<file path="config.mk">
export PLATFORM = sky130hd
export DESIGN_NAME = sla_fifo
export DESIGN_NICKNAME = d
export VERILOG_FILES = /design/src/rtl/core/sla_fifo.sv
export SDC_FILE = /design/constraint.sdc
export NUM_CORES = 1
export LEC_CHECK = 0
export BUFFER_PORTS_ARGS = -buffer_cell sky130_fd_sc_hd__buf_2
export CAP_MARGIN = 20
export CORE_MARGIN = 5
export CORE_UTILIZATION = 56
export CTS_BUF_LIST = sky130_fd_sc_hd__clkbuf_4 sky130_fd_sc_hd__clkbuf_8
export DETAILED_ROUTE_END_ITERATION = 6
export PLACE_DENSITY_LB_ADDON = 0.08
export SETUP_SLACK_MARGIN = 0.2
export SYNTH_ARGS = -nofsm -noshare
export SYNTH_HDL_FRONTEND = slang
export SYNTH_SLANG_ARGS = --single-unit
</file>
<file path="constraint.sdc">
create_clock -name i_clk -period 3.67 [get_ports i_clk]
set_input_delay 0.5505 -clock i_clk [delete_from_list [all_inputs] [get_ports i_clk]]
set_output_delay 0.5505 -clock i_clk [all_outputs]
set_load 0.01 [all_outputs]
</file>
<file path="src/rtl/core/sla_fifo.sv">
// small register queue between pipeline parts
`timescale 1ns / 1ps
module sla_fifo #(
    parameter int WIDTH = 8,
    parameter int DEPTH = 2
) (
    input  logic             i_clk,
    input  logic             i_rst_n,
    input  logic             i_push,
    input  logic [WIDTH-1:0] i_data,
    input  logic             i_pop,
    output logic [WIDTH-1:0] o_data,
    output logic             o_full,
    output logic             o_empty
);
    localparam int PW = (DEPTH > 1) ? $clog2(DEPTH) : 1;
    localparam int CW = $clog2(DEPTH + 1);

    logic [WIDTH-1:0] r_mem [DEPTH];
    logic [PW-1:0]    r_wr_ptr, r_rd_ptr;
    logic [CW-1:0]    r_count;
    logic             do_push, do_pop;

    assign o_full  = (r_count == CW'(DEPTH));
    assign o_empty = (r_count == '0);
    assign do_push = i_push && !o_full;
    assign do_pop  = i_pop && !o_empty;
    assign o_data  = r_mem[r_rd_ptr];

    always_ff @(posedge i_clk) begin
        if (!i_rst_n) begin
            r_wr_ptr <= '0;
            r_rd_ptr <= '0;
            r_count  <= '0;
        end else begin
            if (do_push) begin
                r_wr_ptr <= (r_wr_ptr == PW'(DEPTH - 1)) ? '0 : r_wr_ptr + 1'b1;
            end
            if (do_pop) begin
                r_rd_ptr <= (r_rd_ptr == PW'(DEPTH - 1)) ? '0 : r_rd_ptr + 1'b1;
            end
            r_count <= r_count + CW'(do_push) - CW'(do_pop);
        end
    end

    always_ff @(posedge i_clk) begin
        if (do_push) begin
            r_mem[r_wr_ptr] <= i_data;
        end
    end
endmodule

</file>
==> results.cfg <==
[run_status]
outcome = completed

[global_route]
grt.total_usage_pct = 13.4
overflow = 0
grt_max_degree = 13
grt_pass1_vias = 487
grt_pass1_wl_mm = 2.06
antenna_found_initial = 0

[layout]
finalCoreUtilization_pct = 71.9
syn2layout_area_growth_pct = 18.0
finalNetCount = 91
drive_above_1_share_pct = 46.1
diodes = 0

[timing]
tns_ns = 0
finalHoldViolations = 0
slew_violations = 0
slew_headroom_pct = 54.7
period_needed_ns = 1.90
skew_ns = 0.00140
tightestPinTransition_ns = 0.677
rsz0062_at_grt = no
fmax_ghz = 0.525
fin_crit_sh_pct = 51.9
setup_viol = 0

[pwr]
p_per_area_nw_per_um2 = 676
leakage_nw = 0.409
switchingPower_mw = 0.196
seq_power_share_pct = 53.2
sw_frac_of_total_pct = 30.2
clkPwrFrac_pct = 16.3
p_int_mw = 0.452
pwr-share-comb_pct = 30.5
ir_worst_vdd_uv = 416

[worst_setup_path]
worst_ep_arrival_time_ns = 1.35
path_class = reg2out
cp_max_fo = 8
end_kind = output port
rr_worst_depth = 8
required_ns = 3.12
critPathLaunchType = flip-flop

[clocking]
clk_pin_slew_ns = 0.11
cts_sinks = 21
worstSkewPairLatency_ns = 0.29
cts-hold-fix-buffers = 0
cts-root-buf = clkbuf_4
ctsHtreeMaxLevel = 1
cts_resized = 0
post_cts_buffers = 0
cts_buffers = 3
cts_tree = done
clockBufferDepth = 2

[yosys]
synth_compound_area_share_pct = 1.08
ys_seq_area_share_pct = 71.5
postSynthCellCount = 52
syn_avg_cell_area_um2 = 15.6
synth.area.mux_share_pct = 12.3
synth_top_family_by_area = multiplexers
syn-num-nets = 66
synth_area_um2 = 812
ys_top_cells_by_area = edfxtp_1 59%, dfxtp_1 12%, mux2_2 11%, ha_1 3.1%, nor2_1 2.3%
ys_seq_elements = 21
yosys.area_share.simple_pct = 7.86
synth-xor-area-share_pct = 2.16
ys_types = 17
yosysTopAreaCellShare_pct = 59.2
yosys.area.top_type = edfxtp_1
synthAdderAreaFrac_pct = 3.08
ys_warn_count = 0

[place]
hpwl_um = 986
portBuffers = 21
gp_congestion = 0.720

[floorplanning]
ioPinCount = 22
num_rows = 13
die_h_um = 48.1
core_um2 = 1330
start_util_pct = 60.9
die_area_um2 = 2310
fp.dieW_um = 48.1

[route]
first_pass_iters = 2
route.detailed.drc = 0
wirelength_mm = 1.24
wl_per_cell_um = 13.6
routed_via_density = 5.07
first_iter_violations = 2
drtAntennaViolNets = 0
vias = 461

[flow_run]
cap_viol_max_count = 0

[worst_hold_path]
holdPathStages = 1
hold_class = in2reg
[critical path, cell delays in order, from the launching register on]
cell and delay, ns:
dfxtp_1 0.54, mux2_2 0.38, buf_2 0.14
[state kept, by name, indices dropped and copies added, names as in the netlist, named ones only]
name      cells
r_count       2
r_mem        16
r_rd_ptr      1
r_wr_ptr      1
[cell families (layout without fill, tap and decap cells)]
family / Yosys count / in the layout
flip-flops: 21 / 21
buffers and inverters: 4 / 28
multiplexers: 9 / 9
AND/OR/NAND/NOR: 13 / 13
adder cells (fa/ha/maj): 2 / 2
XOR/XNOR: 2 / 2
AO/OA/AOI/OAI: 1 / 1
[path summary, 6_finish.rpt]
kind | from | end | slack (ns)
setup / recovery | flip-flop | o_data[2] | 1.77
hold / removal | i_data[2] | r_mem[1][2]$_DFFE_PP_ | 0.44
setup reg to reg | r_count[0]$_SDFF_PN0_ | r_count[1]$_SDFF_PN0_ | 1.95
hold reg to reg | r_wr_ptr$_SDFFE_PN0N_ | r_wr_ptr$_SDFFE_PN0N_ | 0.49
[layer usage]
layer / vias to the layer above / GRT usage (%) / share of wire, %
li1: 234 / - / -
met1: 211 / 15.5 / 42
met2: 16 / 23.7 / 52
met3: 0 / 4.51 / 5.6
met4: 0 / 3.23 / 0
met5: - / 0 / 0
[area by class of cell]
cell class              count  area (µm²)
clock buffers               3        22.5
multi-input cells          27         215
fillers                    96         375
clock inverters             1        5.00
repair buffers             21         105
inverters                   3        11.3
flip-flops and latches     21         581
well taps                  15        18.8
[power by group through the flow]
stage	registers [mW]	logic, mW	clock network [mW]
floorplan	0.331	0.149	0
global placement	0.347	0.195	0
detailed placement	0.351	0.202	0
CTS	0.346	0.202	0.106
global route	0.351	0.223	0.124
finish	0.344	0.198	0.106
[synth_stat cells (all sizes together)]
cell and n:
edfxtp 16, xor2 1, and2 2, nand2 2, mux2 8, inv 3
nand2b 2, xnor2 1, dfxtp 5, nor3 1, mux2i 1, and3 1
buf 1, o21a 1, ha 2, nor2 5
[through the flow]
| stage | setup slack [ns] | power [mW] | std cells | hold slack [ns] | area, µm² |
|---|---|---|---|---|---|
| 2_1_floorplan | 2.04 | 0.480 | 52 | 0.455 | 812 |
| 3_3_place_gp | 1.92 | 0.542 | 87 | 0.471 | 931 |
| 3_5_place_dp | 1.78 | 0.553 | 87 | 0.480 | 931 |
| 4_1_cts | 1.74 | 0.654 | 91 | 0.437 | 958 |
| 5_1_grt | 1.68 | 0.697 | 91 | 0.405 | 958 |
| 6_report | 1.77 | 0.648 | 91 | 0.438 | 958 |
[cell usage in the layout (no fill, tap or decap)]
cell type and count:
buf_2 21, edfxtp_1 16, mux2_2 8, nor2_1 5, dfxtp_1 5, inv_1 3
clkbuf_4 3, nand2b_1 2, nand2_1 2, ha_1 2, o21a_2 1, xnor2_1 1
and3_1 1, mux2i_1 1, xor2_1 1, and2_2 1, nor3_1 1, and2_1 1
clkinv_2 1
Note: power is estimated with default switching activity, not from simulation.
