$ cat src/rtl/core/sla_pkg.sv
// shared types and codes of the lru tag store
`timescale 1ns / 1ps
package sla_pkg;

    localparam logic [1:0] OP_FETCH  = 2'd0;
    localparam logic [1:0] OP_LOAD   = 2'd1;
    localparam logic [1:0] OP_STORE  = 2'd2;
    localparam logic [1:0] OP_MODIFY = 2'd3;

    localparam logic [1:0] OUT_HIT   = 2'd0;
    localparam logic [1:0] OUT_FILL  = 2'd1;
    localparam logic [1:0] OUT_EVICT = 2'd2;

    localparam logic [1:0] CFG_SET_BITS    = 2'd0;
    localparam logic [1:0] CFG_OFFSET_BITS = 2'd1;
    localparam logic [1:0] CFG_WAYS        = 2'd2;

    typedef struct packed {
        logic [2:0] set_index_bits;
        logic [5:0] offset_bits;
        logic [3:0] ways_in_use;
    } t_cfg;

    typedef struct packed {
        logic [1:0]  outcome;
        logic        last_of_run;
        logic [31:0] hit_total;
        logic [31:0] miss_total;
        logic [31:0] eviction_total;
    } t_result;

endpackage

$ cat src/rtl/core/sla_front.sv
// access decode: drops fetches, splits the address into set and tag
`timescale 1ns / 1ps
module sla_front #(
    parameter int MAX_SETS  = 64,
    parameter int ADDR_BITS = 64,
    parameter int SET_W     = 6,
    parameter int TAG_W     = 64
) (
    input  sla_pkg::t_cfg            i_cfg,
    input  logic                     i_push,
    input  logic [1:0]               i_operation,
    input  logic [63:0]              i_address,
    input  logic                     i_busy,
    input  logic                     i_q_full,
    output logic                     o_full,
    output logic                     o_q_push,
    output logic [TAG_W+SET_W:0]     o_q_item
);
    localparam int          MAX_SET_BITS = $clog2(MAX_SETS + 1) - 1;
    localparam logic [63:0] ADDR_MASK    =
        (ADDR_BITS >= 64) ? '1 : ((64'd1 << ADDR_BITS) - 64'd1);

    logic [63:0]      addr_m, addr_off, set_raw, tag_raw;
    logic [3:0]       s_eff;
    logic [6:0]       tag_sh;
    logic [SET_W-1:0] set_idx;

    always_comb begin
        addr_m   = i_address & ADDR_MASK;
        s_eff    = (int'(i_cfg.set_index_bits) > MAX_SET_BITS) ?
                   4'(MAX_SET_BITS) : {1'b0, i_cfg.set_index_bits};
        addr_off = addr_m >> i_cfg.offset_bits;
        set_raw  = addr_off & ((64'd1 << s_eff) - 64'd1) & 64'(MAX_SETS - 1);
        set_idx  = set_raw[SET_W-1:0];
        tag_sh   = {1'b0, i_cfg.offset_bits} + {3'b000, s_eff};
        tag_raw  = tag_sh[6] ? 64'd0 : (addr_m >> tag_sh[5:0]);
    end

    assign o_full   = i_q_full || i_busy;
    assign o_q_push = i_push && !o_full && (i_operation != sla_pkg::OP_FETCH);
    assign o_q_item = {(i_operation == sla_pkg::OP_MODIFY), set_idx, tag_raw[TAG_W-1:0]};
endmodule

$ cat config.mk
export PLATFORM = sky130hd
export DESIGN_NAME = sla_front
export DESIGN_NICKNAME = d
export VERILOG_FILES = /design/src/rtl/core/sla_pkg.sv /design/src/rtl/core/sla_front.sv
export SDC_FILE = /design/constraint.sdc
export NUM_CORES = 1
export LEC_CHECK = 0
export BUFFER_PORTS_ARGS = -buffer_cell sky130_fd_sc_hd__buf_2
export CORE_UTILIZATION = 28
export DETAILED_ROUTE_END_ITERATION = 6
export SYNTH_ARGS = -nofsm -noshare
export SYNTH_HDL_FRONTEND = slang
export SYNTH_SLANG_ARGS = --single-unit
$ cat constraint.sdc
create_clock -name vclk -period 4.6
set_input_delay 0.69 -clock vclk [all_inputs]
set_output_delay 0.69 -clock vclk [all_outputs]
set_load 0.02 [all_outputs]
==> impl_summary.md <==
Run status
The flow ran to the end, and the final reports show no timing, DRC or antenna violations.

Synthesis
The combinational family with the most area after synthesis is multiplexers. The area fraction in and, or, nand and nor cells after synthesis is 13.4%. The most used standard cell by instance count after synthesis is mux4_2.

The adder and majority cell fraction of the synthesized area is 0.982%. The combined area of all synthesized cells is 0.00713 mm2. The largest area contributor in the netlist is mux4_2.

The number of warning messages in the yosys log is 0. The xor/xnor share of the synthesized area is less than 1%. Sorting the synthesized cells by area gives the leading types as mux4_2 (42%), mux2i_1 (13%), o21ai_0 (3.4%). The number of distinct library cells after synthesis is 65. The fraction of the mapped netlist area in compound gates is roughly 19%.

The fraction of synthesized cell area taken by the top area cell type is 41.7%. The synthesized instance count is 754. The post-synthesis sequential area ratio is 0%. The net count after synthesis is 841. In the synthesized netlist, mux cells make up 58.6% of the area. Ranked by instance count, the synthesized netlist is headed by mux4_2 (132), mux2i_1 (95), nor2_1 (54), o21ai_0 (49), nand3_1 (39). A synthesized cell averages 9.46 um2.

Setup path
STA classifies the critical path endpoint as an output port. The endpoint arrival time on the critical path is 3.85 ns. The category of the critical setup timing path is in -> out. The category of the worst setup path launch point is an input pin. The required time of the worst setup path is 3.91 ns. The total buffers and inverters traversed by the critical path is 4. The dominant delay contributor by cell family on the critical path is multiplexers. On the worst path, the slowest cell contributes a delay of 0.59 ns. Traced cell by cell, the critical path runs through buf_2, nand2_1, and2_1, ha_2, fa_2, inv_2, buf_4, mux4_2, mux4_2, o221ai_1, buf_2. Among all stages on the critical path, the largest delay is contributed by mux4_2.

Of all nets on the critical path, the largest fanout is 12.

Floorplan
The die height is 162 um. The die is 162 um wide. The initialized floorplan defines 58 standard-cell rows. The core outline area is 0.0251 mm2. The initial standard-cell utilization of the core is 28.4%. The number of primary I/O pins is 155. The floorplan step defined a die boundary enclosing 0.0261 mm2.

Place
In this run the cell area measured after placement is 0.00880 mm2. The wire-length estimate of the detail-placed layout is 24,800 um. The final weighted congestion in routability-driven placement is 0.945. During placement, the flow inserted port buffers numbering 151.

Pwr
In this run switching power makes up around 54% of total power. For this design the ratio of total power to cell area is 253 mW/mm2. The total chip power is 0.00225 W. The part of the total power dissipated in the clock network is 0%. The peak supply drop is 0.124 mV.

The share of total power dissipated in combinational logic is between 90% and 100%. The internal power is 0.00103 W. The share of total power dissipated in sequential elements is 0%. The leakage power is 3.54 nW. Summed over all nets, the switching power comes to 0.00122 W.

Timing
After layout, the minimum clock period comes to 4.54 ns. The final hold violation count is 0. The number of slew-limit violations in the final report is 0. Derived from the worst setup path, the maximum achievable clock frequency is 220 MHz. Setup violations remaining at the end of the flow were counted as 0. Setup repair after global routing could not meet its margin everywhere.

The share of the cycle needed by the critical path after routing is between 90% and 100%. The transition time at the pin with the least slew margin is 0.881 ns. The worst slew slack as a fraction of its limit is 41.3%.

Drt
The post-route DRC violation count is 0. The number of DRC markers in iteration 0 is 987. The average vias per placed instance is 6.43. The total length of routed wires is 31,100 um. The count of TritonRoute iterations in the first routing pass is 6. The via total after detailed routing is 8,103.

After detailed routing, the average wire length per cell comes to 24.7 um. The detail route stage leaves a number of antenna-violating nets equal to 0.

Final layout
Compared with the post-synthesis result, the final layout area differs by 25.1%. The area of the multi-input gates is 0.00672 mm2. The post-route standard cell area excluding fillers is ~0.0089 mm2. The clock buffer instance count of the final layout is 0. The share of cells above drive strength 1 is 47.8%.

At the end of the flow, the number of nets in the layout was 1,019. Fill cells in the final layout number between 2,000 and 3,000. The antenna diode instance count is 0.

The count of flip-flops and latches is 0. The area of all sequential standard cells is 0 um2.

Hold path
The class of the tightest hold or removal check is in -> out.

GRT
The initial antenna violation count is 0. Summed over all layers, the global routing overflow is 0. Global routing consumed, over all layers together, 23.2% of the routing resources. The number of global-route vias before repair is 7,758. Entering global routing, the biggest net connects 67 pins. The first global-routing pass estimated 47,300 um of wire.

Clock network
Buffers inserted to repair hold after CTS numbered 0.

Flow run
Across the run, the number of max-cap violations was 0.
[cells in the final DEF (no fill, tap or decap), drive strengths merged, types with 11 or more instances in the layout]
cell / n
nor2: 54
mux2: 23
nand3: 39
mux2i: 95
a21oi: 30
inv: 11
nand2: 33
o21ai: 51
buf: 264
a31oi: 12
o211ai: 11
nor3: 23
mux4: 132
o221ai: 17
[what timing repair did]
item	CTS	global route
resized for setup	3	12
gates cloned	0	1
pin swaps	0	2
buffers inserted	0	2
endpoints found under the setup margin	4	29
[per-layer routing]
layer	global-route usage, %	vias to the layer above	routed length, um
met2	39.4	485	15000
met4	8.02	0	1250
li1	-	3527	-
met1	30.6	4024	12400
met3	2.29	67	2470
met5	0	-	0
[metrics by stage]
| step | TNS, ns | util, % | hold slack [ns] | instances | setup slack [ns] |
|---|---|---|---|---|---|
| 6_report | 0 | 35.5 | 1.70 | 1260 | 0.0629 |
| 5_1_grt | -0.0129 | 35.5 | 1.73 | 1260 | -0.0129 |
| 2_1_floorplan | 0 | - | 1.52 | 754 | 0.326 |
| 3_5_place_dp | -0.319 | 35.0 | 1.70 | 1257 | -0.200 |
| 3_3_place_gp | -0.351 | 35.0 | 1.69 | 1257 | -0.195 |
| 4_1_cts | 0 | 35.1 | 1.70 | 1257 | 0.0164 |
[layout make-up]
type,count,share of cell area (%)
multi-input combinational,653,75.4
timing repair buffer,265,19.5
tap,330,4.63
inverter,12,0.505
[cells by family (layout without fill, tap and decap cells)]
logic type	after synthesis	after routing
mux	250	250
compound gates	199	199
simple gates	197	197
buf+inv	101	277
fa+ha+maj	5	5
xor+xnor	2	2
[power by group through the flow]
| stage | sequential (W) | clock, W | combinational, W |
|---|---|---|---|
| after floorplan | 0 | 0 | 0.00134 |
| after global placement | 0 | 0 | 0.00217 |
| after detailed placement | 0 | 0 | 0.00218 |
| after CTS | 0 | 0 | 0.00219 |
| after global routing | 0 | 0 | 0.00238 |
| final | 0 | 0 | 0.00225 |
[final timing paths]
check / startpoint / endpoint / depth (start not counted)
setup / recovery: i_cfg[12] / o_q_item[6] / 11
hold / removal: i_q_full / o_full / 3
No activity file was read; power rests on OpenSTA's default activity.
